**config.mk**
```make
export PLATFORM = sky130hd
export DESIGN_NAME = pfrf_frame_div
export DESIGN_NICKNAME = d
export VERILOG_FILES = /design/src/assert_macros.svh /design/src/pfrf_pkg.sv /design/src/pfrf_frame_div.sv
export SDC_FILE = /design/constraint.sdc
export NUM_CORES = 1
export LEC_CHECK = 0
export ABC_AREA = 1
export BUFFER_PORTS_ARGS = -buffer_cell sky130_fd_sc_hd__buf_4
export CORE_MARGIN = 8
export CORE_UTILIZATION = 54
export DETAILED_ROUTE_END_ITERATION = 12
export GPL_TIMING_DRIVEN = 0
export PLACE_DENSITY = 0.78
export SLEW_MARGIN = 40
export SYNTH_ARGS = -nofsm -noshare
export SYNTH_HDL_FRONTEND = slang
export SYNTH_SLANG_ARGS = --single-unit
export TNS_END_PERCENT = 20
```
**constraint.sdc**
```tcl
create_clock -name clk -period 1.9 [get_ports clk]
set_clock_uncertainty 0.15 [all_clocks]
set_input_delay 0.095 -clock clk [delete_from_list [all_inputs] [get_ports clk]]
set_output_delay 0.095 -clock clk [all_outputs]
set_load 0.01 [all_outputs]
```
**src/assert_macros.svh**
```systemverilog
// ----------------------------------------------------------------------------
// assert_macros.svh
// Assertion shorthands for the RTL file that carries checks.
// ----------------------------------------------------------------------------
`ifndef ASSERT_MACROS_SVH
`define ASSERT_MACROS_SVH

// Check prop at every rising edge of clk while rst is low.
`define PFRF_ASSERT(lbl, clk, rst, prop, msg) \
  lbl: assert property (@(posedge clk) disable iff (rst) (prop)) else $error(msg);

// Check prop at every rising edge of clk, reset included.
`define PFRF_ASSERT_ALWAYS(lbl, clk, prop, msg) \
  lbl: assert property (@(posedge clk) (prop)) else $error(msg);

`endif

```
**src/pfrf_pkg.sv**
```systemverilog
// ----------------------------------------------------------------------------
// pfrf_pkg
// Shared types, codes and reset values of the audio frame ring FIFO.
// ----------------------------------------------------------------------------
`default_nettype none

package pfrf_pkg;

  localparam int RING_BYTES_DEF = 4096;

  localparam logic [6:0] MAX_CHUNK = 7'd64;

  // divider steps: one quotient bit per cycle over a 7-bit dividend
  localparam logic [2:0] DIV_STEPS = 3'd7;

  typedef enum logic {
    FUNC_PUSH = 1'b0,
    FUNC_POP  = 1'b1
  } func_t;

  typedef enum logic [2:0] {
    REG_RESERVE  = 3'd0,
    REG_FRAME    = 3'd1,
    REG_CHUNK    = 3'd2,
    REG_RESUME   = 3'd3,
    REG_RATE     = 3'd4,
    REG_CHANNELS = 3'd5
  } reg_idx_t;

  typedef enum logic [2:0] {
    ST_IDLE,
    ST_DIV,
    ST_TAKE,
    ST_RD,
    ST_OUT
  } state_t;

  localparam logic [12:0] RESERVE_RST  = 13'd0;
  localparam logic [5:0]  FRAME_RST    = 6'd4;
  localparam logic [6:0]  CHUNK_RST    = 7'd64;
  localparam logic        RESUME_RST   = 1'b0;
  localparam logic [17:0] RATE_RST     = 18'd48000;
  localparam logic [3:0]  CHANNELS_RST = 4'd2;

endpackage

`default_nettype wire

```
**src/pfrf_frame_div.sv**
```systemverilog
// ----------------------------------------------------------------------------
// pfrf_frame_div
// Restoring divider, one quotient bit per cycle: whole frames in a byte count.
// ----------------------------------------------------------------------------
`default_nettype none

module pfrf_frame_div (
  input  wire logic       clk,
  input  wire logic       rst,
  input  wire logic       start,
  input  wire logic [6:0] dividend,
  input  wire logic [5:0] divisor,
  output logic            done,
  output logic      [6:0] quotient
);

  logic       busy;
  logic [2:0] cnt;
  logic [5:0] rem;
  logic [5:0] dsr;
  logic [6:0] rem_try;
  logic       fits;

  assign rem_try = {rem, quotient[6]};
  assign fits    = rem_try >= {1'b0, dsr};

  always_ff @(posedge clk) begin
    if (rst) begin
      busy <= 1'b0;
      done <= 1'b0;
      cnt  <= '0;
    end else begin
      done <= 1'b0;
      if (start) begin
        busy <= 1'b1;
        cnt  <= pfrf_pkg::DIV_STEPS;
      end else if (busy) begin
        cnt <= cnt - 3'd1;
        if (cnt == 3'd1) begin
          busy <= 1'b0;
          done <= 1'b1;
        end
      end
    end
  end

  // remainder stays below the divisor, so six bits hold it
  always_ff @(posedge clk) begin
    if (start) begin
      rem      <= '0;
      dsr      <= divisor;
      quotient <= dividend;
    end else if (busy) begin
      rem      <= fits ? 6'(rem_try - {1'b0, dsr}) : rem_try[5:0];
      quotient <= {quotient[5:0], fits};
    end
  end

endmodule

`default_nettype wire

```
## Word level (Yosys, flattened, before mapping)

Index checks and enable logic that the tools add are counted.

- Reductions and logical operators: 2
- Equality and inequality tests: 1
- Order comparisons: 1
- Muxes and demuxes: 9
- Bitwise operators: 1
- Add/subtract/negate cells: 2

Operator list:

| kind | number |
|---|---|
| two-way mux 7 bit | 2 |
| >= comparator 7 x 6 -> 1 bit | 1 |
| two-way mux 3 bit | 2 |
| two-way mux 6 bit | 1 |
| subtractor 6 bit | 1 |
| two-way mux 1 bit | 4 |
| equality test 3 x 1 -> 1 bit, second input constant | 1 |
| OR reduction 3 bit | 1 |
| subtractor 3 x 1 -> 3 bit, second input constant | 1 |
| nonzero test 2 bit | 1 |
| inverter 1 bit | 1 |

- Input bits: 16
- Flip-flop bits (word level): 24
- Logic and storage cells: 22

## Depth between registers and ports, before layout

Gate-level depths: netlist (run 1).

- Depth in word-level cells: 4
- Depth in mapped cells: 11
- Mapped depth without buffers: 11

## Worst setup path after synthesis (run 1)

OpenSTA, ideal clock, no wires.

- Kind: register to register
- From: register quotient[6]
- To: register rem[4]
- Data arrival time: 1.518 ns
- Path slack: 0.119 ns
- Clock period less this slack: 1.781 ns
- Buffers on the path: 0
- Library setup time: 0.113 ns
- Required time: 1.637 ns
- Cell stages (with the launch flop): 9
- Path through: edfxtp_1 inv_1 ha_1 fa_1 or2_1 nand4_1 nand3_1 nand3_1 nand2_1

- Longest elaborated chain between the ends: 2

RTL lines:

| item | line | source |
|---|---|---|
| start: declaration | pfrf_frame_div.sv:14 | `output logic [6:0] quotient` |
| start signal: assignment | pfrf_frame_div.sv:52 | `quotient <= dividend;` |
| start signal: assignment | pfrf_frame_div.sv:55 | `quotient <= {quotient[5:0], fits};` |
| subtractor 6 bit or >= comparator 7 x 6 -> 1 bit (tied branches) | pfrf_frame_div.sv:54, pfrf_frame_div.sv:25 |  |
| two-way mux 6 bit * | pfrf_frame_div.sv:54 | `rem <= fits ? 6'(rem_try - {1'b0, dsr}) : rem_try[5:0];` |
| end signal: assignment | pfrf_frame_div.sv:54 |  |
| end: declaration | pfrf_frame_div.sv:19 | `logic [5:0] rem;` |

Mark *: on every way between the ends. The rest lies on a longest branch, timed or not.
A chain may end at the register's enable or synchronous reset.

## Worst setup path in the final report (run 1)

- From: register dsr[0]
- To: register rem[4]

- Longest elaborated chain between the ends: 2

RTL lines:

| item | line | source |
|---|---|---|
| start: declaration | pfrf_frame_div.sv:20 | `logic [5:0] dsr;` |
| start signal: assignment | pfrf_frame_div.sv:51 | `dsr <= divisor;` |
| subtractor 6 bit or >= comparator 7 x 6 -> 1 bit (tied branches) | pfrf_frame_div.sv:54, pfrf_frame_div.sv:25 |  |
| two-way mux 6 bit * | pfrf_frame_div.sv:54 |  |

Marked as above.

==> results of run 1 <==
## logic make-up (layout without fill, tap and decap cells)
group	after synthesis	after routing	share of synthesized area, %
simple gates	92	92	31.9
flops	24	24	45.9
xor+xnor	2	2	1.32
compound gates	7	7	3.38
buf+inv	26	71	7.61
fa+ha+maj	10	10	9.96
## worst min-delay path, stage by stage
cell	delay, ns
sky130_fd_sc_hd__buf_4	0.09
sky130_fd_sc_hd__buf_4	0.16
sky130_fd_sc_hd__nand2_1	0.06
sky130_fd_sc_hd__nand2_1	0.06
## per-layer routing
metal,wire length (um),GRT usage (%),up-vias
met5,0,0,-
met4,69,6.27,0
met3,254,4.59,9
met2,1510,25.8,54
met1,1280,14.4,555
li1,-,-,611
## state kept, by name, indices dropped and copies added, names as in the netlist
register  flops
done          1
rem           6
cnt           3
quotient      7
busy          1
dsr           6
## repair_timing
| item | CTS | global route |
|---|---|---|
| hold buffers | 16 | 0 |
| hold endpoints to repair | 24 | 0 |
| gates resized for setup | 0 | 5 |
| setup buffers | 0 | 2 |
| setup endpoints to repair | 0 | 7 |
## Yosys cell counts
| library cell | number |
|---|---|
| sky130_fd_sc_hd__xor2_1 | 1 |
| sky130_fd_sc_hd__nor2_2 | 2 |
| sky130_fd_sc_hd__a221oi_1 | 1 |
| sky130_fd_sc_hd__nand4_1 | 2 |
| sky130_fd_sc_hd__or2_1 | 1 |
| sky130_fd_sc_hd__o21bai_1 | 1 |
| sky130_fd_sc_hd__a21oi_1 | 3 |
| sky130_fd_sc_hd__nand3b_1 | 4 |
| sky130_fd_sc_hd__clkinv_1 | 1 |
| sky130_fd_sc_hd__nor3_2 | 1 |
| sky130_fd_sc_hd__buf_4 | 1 |
| sky130_fd_sc_hd__fa_1 | 1 |
| sky130_fd_sc_hd__dfxtp_1 | 11 |
| sky130_fd_sc_hd__ha_1 | 9 |
| sky130_fd_sc_hd__nand2_2 | 1 |
| sky130_fd_sc_hd__nand3_4 | 1 |
| sky130_fd_sc_hd__nand2_4 | 1 |
| sky130_fd_sc_hd__inv_1 | 24 |
| sky130_fd_sc_hd__a211oi_1 | 1 |
| sky130_fd_sc_hd__nand2_1 | 55 |
| sky130_fd_sc_hd__nor4_1 | 1 |
| sky130_fd_sc_hd__xnor2_1 | 1 |
| sky130_fd_sc_hd__nand3_1 | 15 |
| sky130_fd_sc_hd__nor2_1 | 8 |
| sky130_fd_sc_hd__a31oi_1 | 1 |
| sky130_fd_sc_hd__edfxtp_1 | 13 |
## path summary, 6_finish.rpt
| kind | slack, ns | to | depth (start not counted) | start |
|---|---|---|---|---|
| min | 0.07 | quotient[5] | 4 | start |
| max | 0.09 | rem[4] | 8 | dsr[0] |
| min reg2reg | 0.33 | rem[2] | 2 | rem[2] |
| max reg2reg | 0.09 | rem[4] | 8 | dsr[0] |
## area by class of cell
class / count / area share [%]
Multi-Input combinational cell: 111 / 35.7
Sequential cell: 24 / 34.1
Timing Repair Buffer: 41 / 19.4
Inverter: 25 / 5.24
Tap cell: 30 / 2.10
Clock inverter: 1 / 1.68
Clock buffer: 3 / 1.26
Buffer: 1 / 0.420
## power by group through the flow
stage / clock (mW) / sequential (mW) / combinational [mW]
after floorplan: 0 / 0.640 / 0.218
after global placement: 0 / 0.634 / 0.315
after detailed placement: 0 / 0.637 / 0.325
after CTS: 0.386 / 0.625 / 0.353
after global routing: 0.407 / 0.631 / 0.414
final: 0.378 / 0.626 / 0.375
## metrics by stage
stage / setup WS, ns / instances / utilization (%)
after global routing: -0.0127 / 236 / 74.2
after CTS: 0.0249 / 234 / 72.8
final: 0.0917 / 236 / 74.2
after detailed placement: 0.0658 / 214 / 64.0
after global placement: 0.0917 / 214 / 64.0
after floorplan: 0.119 / 161 / -
==> out/qor_table.md, run 1 <==
| Step | Metric | Reported |
| --- | --- | --- |
| yosys | Cell taking the most area after synthesis | sky130_fd_sc_hd__edfxtp_1 |
| route | DRC violation total after the first TritonRoute iteration | 68 |
| worst setup path | Largest delay contributor family on the critical path | simple AND/OR/NAND/NOR gates |
| final layout | Number of diodes | 0 |
| status | Outcome | finished clean |
| worst setup path | Worst setup path category | flop to flop |
| timing | Hold Violations, Final | 0 |
| route | Avg Vias per Cell | 5.21 |
| route | Remaining antenna violation count after routing | 0 |
| floorplanning | Top-Level Pins | 24 |
| power and ir drop | Part of the total power dissipated in combinational logic | 27.2% |
| power and ir drop | P_leak | 0.894 nW |
| timing | Post-route minimum period | 1.81 ns |
| final layout | Area of the multi-input gates | 639 um^2 |
| placed design | Instance area at placement | 1540 um^2 |
| yosys | Cell types occupying the most area after synthesis | sky130_fd_sc_hd__edfxtp_1 (29%), sky130_fd_sc_hd__dfxtp_1 (17%), sky130_fd_sc_hd__nand2_1 (16%), sky130_fd_sc_hd__ha_1 (8.5%), sky130_fd_sc_hd__inv_1 (6.8%) |
| global route | GRT Overall Usage | 14.2% |
| floorplanning | Total Die Area | 4310 um^2 |
| floorplanning | Row count | 18 |
| power and ir drop | Clock share of power | 27.4% |
| placed design | Routability cong. | 0.896 |
| placed design | Final HPWL from detailed placement | 2080 um |
| floorplanning | Placeable Area | 2410 um^2 |
| yosys | Register area share after synthesis | 45.9% |
| timing | Setup repair after global routing missed its margin | true |
| final layout | Total of fill cells in the finished design | 164 |
| hold path | Hold/Removal Path Class | input pin to flop |
| floorplanning | Die span in x | 65.7 um |
| power and ir drop | Peak VDD IR | 0.913 mV |
| global route | Antenna violations before repair | 0 |
| final layout | Fin nets | 233 |
| power and ir drop | Final Power | 1.38 mW |
| placed design | Number of buffer cells added on primary ports | 23 |
| final layout | Area of all placed cells without fillers | 1790 um^2 |
| power and ir drop | Net switching component of the power | 0.399 mW |
| route | Number of iterations in the first detailed-routing pass | 4 |
| clock network | Clock slew at reported path FFs | 0.14 ns |
| timing | Relative slew margins | 56.6% |
| final layout | Proportion of layout cells with a drive suffix above 1 | 18.9% |
| job | Max-cap violations | 0 |
| global route | Global-route wire length before repair | 4890 um |
| worst setup path | Critical-path maximum fanout | 2 |
| clock network | CTS tree | yes |
| yosys | Count of state elements after synthesis | 24 |
| power and ir drop | PwrDens | 771 nW/um^2 |
| yosys | Area of the mapped netlist | 1330 um^2 |
| yosys | Total number of yosys warnings | 0 |
| worst setup path | Endpoint kind of the worst setup timing path | flop |
| clock network | Root Driver | sky130_fd_sc_hd__clkbuf_4 |
| floorplanning | Initial core utilization | 55.2% |
| yosys | Number of distinct library cell variants in the gate-level netlist after synthesis | 26 |
| worst setup path | CP Data Arrival Time | 1.95 ns |
| worst setup path | Cell seen most often among critical-path stages | sky130_fd_sc_hd__nand3_1 |
| worst setup path | Worst Setup Start Kind | flop |
| route | Drt total wl | 3110 um |
| clock network | Insertion delay of the later-clocked pin in the worst-skew pair | 0.34 ns |
| yosys | Area share of the largest cell type after synthesis | 29.3% |
| clock network | CTS Buffer Depth | 2 |
| power and ir drop | Sequential share of power | 45.4% |
| timing | Accumulated negative setup slack | 0 ns |
| timing | Max Clk Rate | 553 MHz |
| global route | GRT Residual Overflow | 0 |
| worst setup path | Number of buffers and inverters on the critical path | 0 |
| yosys | Mean instance size in the synthesized netlist | 8.27 um^2 |
| timing | Pins Over Slew Limit | 0 |
| worst setup path | Delay of the slowest critical-path stage | 0.46 ns |
| clock network | Number of buffers created by CTS | 3 |
| timing | Setup violations, final | 0 |
| worst setup path | Cell with the biggest individual delay on the critical path | sky130_fd_sc_hd__edfxtp_1 |
| timing | WHS | 0.0669 ns |
| floorplanning | Height of the die | 65.7 um |
| power and ir drop | Internal power | 0.981 mW |
| global route | Pin count of the biggest net entering global routing | 15 |
| final layout | Commonest cells after routing, fill and taps aside | sky130_fd_sc_hd__nand2_1 (55), sky130_fd_sc_hd__buf_4 (26), sky130_fd_sc_hd__inv_1 (23) |
| route | Post-detailed-route wirelength per cell | 13.2 um |
| route | Overall via count from detail_route | 1229 |
| timing | Period utilisation layout | 95.2% |
| yosys | Synth Instances | 161 |
| final layout | Combined flip-flop and latch cell area | 611 um^2 |
| clock network | H-tree depth | 1 |
| worst setup path | Chain of cells forming the critical path | ha_4 > fa_2 > or2_1 > nand3_1 > nand2_1 > nand3_1 > nand3_1 > nand2_1 |
| yosys | Synth Net Count | 187 |
| timing | Measured slew at the worst slew-check pin | 0.649 ns |
| final layout | Most common cell after layout, fill and taps aside | sky130_fd_sc_hd__nand2_1 |
| clock network | Count of clock tree sinks | 24 |
| global route | Via count of the first global-routing pass | 1147 |
| worst setup path | Crit path required time | 2.04 ns |
| final layout | Synth-to-Final Area Change | 34.4% |
| power and ir drop | Net switching fraction of the power | 28.9% |
| route | Post-route DRC violation count | 0 |
No activity file was read; power rests on OpenSTA's default activity.
==> run 2: changes to the inputs <==
- ABC_CLOCK_PERIOD_IN_PS: default -> 1900
- CORE_UTILIZATION: 54 -> 50
- PLACE_DENSITY: 0.78 -> 0.73
==> out/qor_table.md, run 2 (synthesis gave the netlist of run 1 again) <==
| Step | Metric | Reported | Change |
| --- | --- | --- | --- |
| status | Outcome | finished clean | unchanged |
| final layout | Count of non-filler cells in the finished layout | 235 | was 236 |
| worst setup path | Worst setup path category | flop to flop | unchanged |
| placed design | Number of placed instances with taps included | 214 | unchanged |
| worst setup path | Cell seen most often among critical-path stages | sky130_fd_sc_hd__nand3_1 | unchanged |
| clock network | Count of clock tree sinks | 24 | unchanged |
| timing | Relative slew margins | 58.3% | was 56.6% |
| final layout | Commonest cells after routing, fill and taps aside | sky130_fd_sc_hd__nand2_1 (55), sky130_fd_sc_hd__buf_4 (25), sky130_fd_sc_hd__inv_1 (23) | was sky130_fd_sc_hd__nand2_1 (55), sky130_fd_sc_hd__buf_4 (26), sky130_fd_sc_hd__inv_1 (23) |
| worst setup path | Chain of cells forming the critical path | ha_4 > fa_2 > or2_4 > nand4_1 > nand3_1 > nand3_1 > nand2_1 | was ha_4 > fa_2 > or2_1 > nand3_1 > nand2_1 > nand3_1 > nand3_1 > nand2_1 |
| final layout | Area of the multi-input gates | 649 um^2 | was 639 um^2 |
| floorplanning | Initial core utilization | 53.3% | was 55.2% |
| timing | Max Clk Rate | 563 MHz | was 553 MHz |
| floorplanning | Top-Level Pins | 24 | unchanged |
| placed design | Number of buffer cells added on primary ports | 23 | unchanged |
| clock network | CTS tree | yes | unchanged |
| route | Overall via count from detail_route | 1191 | was 1229 |
| job | Max-cap violations | 0 | unchanged |
| worst setup path | Crit path required time | 1.98 ns | was 2.04 ns |
| floorplanning | Row count | 18 | unchanged |
| floorplanning | Total Die Area | 4570 um^2 | was 4310 um^2 |
| clock network | H-tree depth | 1 | unchanged |
| final layout | Total of fill cells in the finished design | 194 | was 164 |
| worst setup path | Critical-path maximum fanout | 2 | unchanged |
| final layout | Largest register FFs | 7 | unchanged |
| placed design | Final HPWL from detailed placement | 2040 um | was 2080 um |
| global route | GRT met3 Usage | 3.31% | was 4.59% |
| power and ir drop | Peak VDD IR | 0.593 mV | was 0.913 mV |
| final layout | Combined flip-flop and latch cell area | 611 um^2 | unchanged |
| global route | Antenna violations before repair | 0 | unchanged |
| worst setup path | Cell with the biggest individual delay on the critical path | sky130_fd_sc_hd__edfxtp_1 | unchanged |
| timing | Setup violations, final | 0 | unchanged |
| worst setup path | Cell count of the worst reg-to-reg path | 7 | was 8 |
| route | Number of iterations in the first detailed-routing pass | 4 | unchanged |
| clock network | Clock slew at reported path FFs | 0.13 ns | was 0.14 ns |
| route | Remaining antenna violation count after routing | 0 | unchanged |
| global route | Via count of the first global-routing pass | 1098 | was 1147 |
| hold path | Hold/Removal Path Class | input pin to flop | unchanged |
| global route | Met2 track demand over resource in global routing | 23.3% | was 25.8% |
| global route | Met1 layer usage reported by global route | 15.2% | was 14.4% |
| worst setup path | CP Data Arrival Time | 1.85 ns | was 1.95 ns |
| final layout | Synth-to-Final Area Change | 34.6% | was 34.4% |
| timing | Setup repair after global routing missed its margin | false | was true |
| worst setup path | Capturing point of the worst reg2reg path | rem[4] | unchanged |
| hold path | Min-Delay Startpoint | start | unchanged |
| final layout | Area of all placed cells without fillers | 1790 um^2 | about the same |
| clock network | Number of buffers created by CTS | 3 | unchanged |
| global route | Global-route wire length before repair | 4780 um | was 4890 um |
| global route | Most crowded layer after global routing | met2 | unchanged |
| final layout | Number of diodes | 0 | unchanged |
| final layout | Proportion of layout cells with a drive suffix above 1 | 20.0% | was 18.9% |
| route | Drt total wl | 2870 um | was 3110 um |
| floorplanning | Height of the die | 67.6 um | was 65.7 um |
| worst setup path | FF-to-FF Start | dsr[0] | unchanged |
| route | DRC violation total after the first TritonRoute iteration | 39 | was 68 |
| placed design | Routability cong. | 0.818 | was 0.896 |
| route | Post-route DRC violation count | 0 | unchanged |
| worst setup path | Setup slack on the worst flop-to-flop path | 0.12 ns | was 0.09 ns |
| worst setup path | Endpoint kind of the worst setup timing path | flop | unchanged |
| worst setup path | Worst Setup Start Kind | flop | unchanged |
| timing | Accumulated negative setup slack | 0 ns | unchanged |
| final layout | Largest register by flop count | quotient | unchanged |
| final layout | Most common cell after layout, fill and taps aside | sky130_fd_sc_hd__nand2_1 | unchanged |
| global route | GRT Residual Overflow | 0 | unchanged |
| worst setup path | Delay of the slowest critical-path stage | 0.45 ns | was 0.46 ns |
| global route | Pin count of the biggest net entering global routing | 15 | unchanged |
| clock network | Root Driver | sky130_fd_sc_hd__clkbuf_4 | unchanged |
| placed design | Instance area at placement | 1540 um^2 | unchanged |
| clock network | CTS Buffer Depth | 2 | unchanged |
| final layout | Final design utilization | 71.7% | was 74.2% |
| route | Post-detailed-route wirelength per cell | 12.2 um | was 13.2 um |
| global route | GRT Overall Usage | 13.5% | was 14.2% |
| timing | Hold Violations, Final | 0 | unchanged |
| timing | Measured slew at the worst slew-check pin | 0.623 ns | was 0.649 ns |
| floorplanning | Placeable Area | 2500 um^2 | was 2410 um^2 |
| power and ir drop | PwrDens | 762 nW/um^2 | was 771 nW/um^2 |
| route | Avg Vias per Cell | 5.07 | was 5.21 |
| hold path | Worst Hold Path Cells | 4 | unchanged |
| hold path | Hold EP | quotient[1] | was quotient[5] |
| final layout | Fin nets | 232 | was 233 |
| timing | Post-route minimum period | 1.78 ns | was 1.81 ns |
| power and ir drop | P_leak | 0.895 nW | was 0.894 nW |
| floorplanning | Die span in x | 67.6 um | was 65.7 um |
| final layout | Largest registers | quotient: 7 flops, dsr: 6 flops, rem: 6 flops | unchanged |
| clock network | Insertion delay of the later-clocked pin in the worst-skew pair | 0.31 ns | was 0.34 ns |
| timing | Pins Over Slew Limit | 0 | unchanged |
| timing | Period utilisation layout | 93.4% | was 95.2% |
-- run 2: cell types whose count changed in the layout (fill, tap and decap cells not counted) --
cell                      previous run  this run
sky130_fd_sc_hd__buf_4              26        25
sky130_fd_sc_hd__or2_1               1         0
sky130_fd_sc_hd__ha_1                8         7
sky130_fd_sc_hd__or2_4               0         1
sky130_fd_sc_hd__nand3_1            15        14
sky130_fd_sc_hd__ha_2                0         1
sky130_fd_sc_hd__nand3_2             0         1
-- run 2: critical path: cells and delay by family (launching register included) --
kind	cells	cell delay, ns
and+or+nand+nor	5	0.52
adders and majority gates	2	0.58
DFF	1	0.45
-- run 2: per-layer routing --
metal / up-vias / routed length, um
met5: - / 0
met4: 0 / 53
met3: 6 / 215
met2: 36 / 1390
met1: 544 / 1210
li1: 605 / -
-- run 2: metrics by stage --
step | setup WS, ns | power [mW] | hold WS (ns)
2_1_floorplan | 0.119 | 0.857 | 0.0141
3_3_place_gp | 0.0810 | 0.951 | 0.123
3_5_place_dp | 0.0844 | 0.961 | 0.125
4_1_cts | 0.0416 | 1.36 | 0.0654
5_1_grt | 0.00155 | 1.44 | 0.0874
6_report | 0.125 | 1.37 | 0.0789
-- run 2: worst max-delay path by stage --
stage,from,to,slack [ns],cells after the start
after floorplan,quotient[6],rem[4],0.12,8
after global placement,quotient[6],rem[4],0.08,9
after detailed placement,dsr[4],quotient[0],0.08,8
after CTS,quotient[6],rem[4],0.04,9
after global routing,dsr[2],rem[5],0.002,11
final,dsr[0],rem[4],0.12,7
-- run 2: where the power goes --
| part | internal [mW] | leakage [nW] | switching (mW) |
|---|---|---|---|
| Sequential | 0.599 | 0.221 | 0.0266 |
| Clock | 0.213 | 0.0279 | 0.157 |
| Combinational | 0.170 | 0.646 | 0.200 |
| Total | 0.982 | 0.895 | 0.384 |
-- run 2: final cells by class --
type,instances,share of cell area [%]
flip-flops and latches,24,34.1
inverters,25,5.24
clock inverters,1,1.68
clock buffers,3,1.26
well taps,30,2.09
multi-input cells,111,36.2
plain buffers,1,0.419
repair buffers,40,19.0
-- run 2: repair_timing --
item                       4_1_cts  5_1_grt
setup endpoints to repair        0        7
hold endpoints to repair        24        0
buffers inserted                 0        1
hold buffers                    16        0
gates resized for setup          0        8
==> run 3: changes to the inputs <==
- ABC_CLOCK_PERIOD_IN_PS: 1900 -> 2300
- TNS_END_PERCENT: 20 -> default
- clock period: 1.9 -> 2.3 ns (I/O delays scaled with it)
==> out/qor_table.md, run 3 (synthesis gave the netlist of run 1 again) <==
| Step | Metric | Reported | Change |
| --- | --- | --- | --- |
| timing | Setup repair after global routing missed its margin | false | unchanged |
| timing | Max Clk Rate | 517 MHz |  |
| clock network | CTS Buffer Depth | 2 | unchanged |
| placed design | Dpl ws | 0.484 ns | was 0.0844 ns |
| worst setup path | CP Data Arrival Time | 1.98 ns | was 1.85 ns |
| clock network | CTS-repair resized insts | 0 | unchanged |
| final layout | Fin nets | 230 | was 232 |
| clock network | Hold_buf cts | 15 | was 16 |
| job | Max-cap violations | 0 | unchanged |
| worst setup path | Delay of the slowest critical-path stage | 0.53 ns | was 0.45 ns |
| worst setup path | Endpoint kind of the worst setup timing path | flop | unchanged |
| timing | Measured slew at the worst slew-check pin | 0.606 ns | was 0.623 ns |
| clock network | Root Driver | sky130_fd_sc_hd__clkbuf_4 | unchanged |
| timing | Post-route minimum period | 1.93 ns |  |
| timing | Period utilisation layout | 84.1% |  |
| worst setup path | Number of buffers and inverters on the critical path | 4 | was 0 |
| route | Overall via count from detail_route | 1168 | was 1191 |
| final layout | Final design utilization | 69.8% | was 71.7% |
| power and ir drop | PwrDens | 641 nW/um^2 | was 762 nW/um^2 |
| placed design | Final HPWL from detailed placement | 2040 um | unchanged |
| clock network | Number of buffers created by CTS | 3 | unchanged |
| floorplanning | Die span in x | 67.6 um | unchanged |
| clock network | Count of clock tree sinks | 24 | unchanged |
| placed design | Routability cong. | 0.818 | unchanged |
| timing | Relative slew margins | 59.4% | was 58.3% |
| power and ir drop | P_leak | 0.880 nW | was 0.895 nW |
| floorplanning | Initial core utilization | 53.3% | unchanged |
| global route | Global-route wire length before repair | 4730 um | was 4780 um |
| floorplanning | Height of the die | 67.6 um | unchanged |
| timing | Hold Violations, Final | 0 | unchanged |
| route | Drt total wl | 2820 um | was 2870 um |
| timing | Post-layout worst setup margin | 0.366 ns | was 0.125 ns |
| floorplanning | Placeable Area | 2500 um^2 | unchanged |
| global route | Antenna violations before repair | 0 | unchanged |
| worst setup path | Crit path required time | 2.35 ns | was 1.98 ns |
| worst setup path | Critical-path maximum fanout | 10 | was 2 |
| floorplanning | Total Die Area | 4570 um^2 | unchanged |
| final layout | Largest registers | quotient: 7 flops, dsr: 6 flops, rem: 6 flops | unchanged |
| clock network | CTS tree | yes | unchanged |
| placed design | Number of buffer cells added on primary ports | 23 | unchanged |
| worst setup path | Largest delay contributor family on the critical path | buffers and inverters | was adder cells |
| floorplanning | Top-Level Pins | 24 | unchanged |
| final layout | Synth-to-Final Area Change | 31.0% | was 34.6% |
| final layout | Largest register by flop count | quotient | unchanged |
| status | Outcome | finished clean | unchanged |
| final layout | Proportion of layout cells with a drive suffix above 1 | 16.7% | was 20.0% |
| floorplanning | Row count | 18 | unchanged |
| worst setup path | Chain of cells forming the critical path | dlygate4sd3_1 > buf_4 > buf_4 > nor2_1 > inv_1 > nor2_1 > a211oi_1 | was ha_4 > fa_2 > or2_4 > nand4_1 > nand3_1 > nand3_1 > nand2_1 |
| clock network | Clock slew at reported path FFs | 0.14 ns | was 0.13 ns |
| final layout | Commonest cells after routing, fill and taps aside | sky130_fd_sc_hd__nand2_1 (55), sky130_fd_sc_hd__buf_4 (24), sky130_fd_sc_hd__inv_1 (24) | was sky130_fd_sc_hd__nand2_1 (55), sky130_fd_sc_hd__buf_4 (25), sky130_fd_sc_hd__inv_1 (23) |
| global route | GRT Residual Overflow | 0 | unchanged |
| worst setup path | Cell with the biggest individual delay on the critical path | sky130_fd_sc_hd__dlygate4sd3_1 | was sky130_fd_sc_hd__edfxtp_1 |
| final layout | Count of non-filler cells in the finished layout | 233 | was 235 |
| timing | Accumulated negative setup slack | 0 ns | unchanged |
| clock network | Insertion delay of the later-clocked pin in the worst-skew pair | 0.32 ns | was 0.31 ns |
| final layout | Number of diodes | 0 | unchanged |
| global route | Pin count of the biggest net entering global routing | 15 | unchanged |
| worst setup path | Worst Setup Start Kind | input pin | was flop |
| worst setup path | Worst setup path category | input pin to flop | was flop to flop |
| hold path | Hold/Removal Path Class | flop to flop | was input pin to flop |
| clock network | H-tree depth | 1 | unchanged |
| final layout | Most common cell after layout, fill and taps aside | sky130_fd_sc_hd__nand2_1 | unchanged |
| route | Remaining antenna violation count after routing | 0 | unchanged |
| clock network | Post-CTS setup buffer count | 0 | unchanged |
| route | Avg Vias per Cell | 5.01 | was 5.07 |
| global route | Via count of the first global-routing pass | 1096 | was 1098 |
| route | DRC violation total after the first TritonRoute iteration | 45 | was 39 |
| route | Post-route DRC violation count | 0 | unchanged |
| route | Number of iterations in the first detailed-routing pass | 4 | unchanged |
| placed design | Number of placed instances with taps included | 214 | unchanged |
| timing | Setup violations, final | 0 | unchanged |
| power and ir drop | Peak VDD IR | 0.408 mV | was 0.593 mV |
| final layout | Largest register FFs | 7 | unchanged |
| global route | GRT Overall Usage | 13.3% | was 13.5% |
| timing | Pins Over Slew Limit | 0 | unchanged |
| route | Post-detailed-route wirelength per cell | 12.1 um | was 12.2 um |
run 3: area by class of cell:
class / count / area, um^2
Timing Repair Buffer: 38 / 323
Tap cell: 30 / 37.5
Clock buffer: 3 / 22.5
Fill cell: 207 / 756
Sequential cell: 24 / 611
Inverter: 25 / 93.8
Multi-Input combinational cell: 111 / 619
Buffer: 1 / 7.51
Clock inverter: 1 / 30.0
run 3: worst paths after layout:
path	from	cells after the start	endpoint	slack (ns)
max	start	7	cnt[0]	0.37
min	rem[5]	2	rem[5]	0.33
max reg2reg	quotient[6]	9	rem[4]	0.45
min reg2reg	rem[5]	2	rem[5]	0.33
run 3: metrics by stage:
step	hold WS, ns	power [mW]	cell area (um^2)
2_1_floorplan	0.0341	0.708	1330
5_1_grt	0.338	1.17	1740
3_5_place_dp	0.145	0.794	1540
6_report	0.326	1.12	1740
3_3_place_gp	0.143	0.786	1540
4_1_cts	0.328	1.12	1740
run 3: power breakdown:
part	switching [mW]	internal [mW]	total, mW	leakage (nW)
Combinational	0.160	0.130	0.290	0.631
Clock	0.136	0.176	0.312	0.0279
Sequential	0.0209	0.494	0.515	0.221
run 3: per-layer routing:
| layer | vias up | share of wire [%] | GRT usage [%] |
|---|---|---|---|
| met5 | - | 0 | 0 |
| met4 | 0 | 2.2 | 6.01 |
| met3 | 9 | 8.6 | 3.31 |
| met2 | 43 | 49 | 23.4 |
| met1 | 513 | 40 | 14.7 |
| li1 | 603 | - | - |
run 3: tightest hold or removal path: cells and delay by family (launching register included):
family	cells	cell delay, ns
flops	1	0.35
simple gates	2	0.10
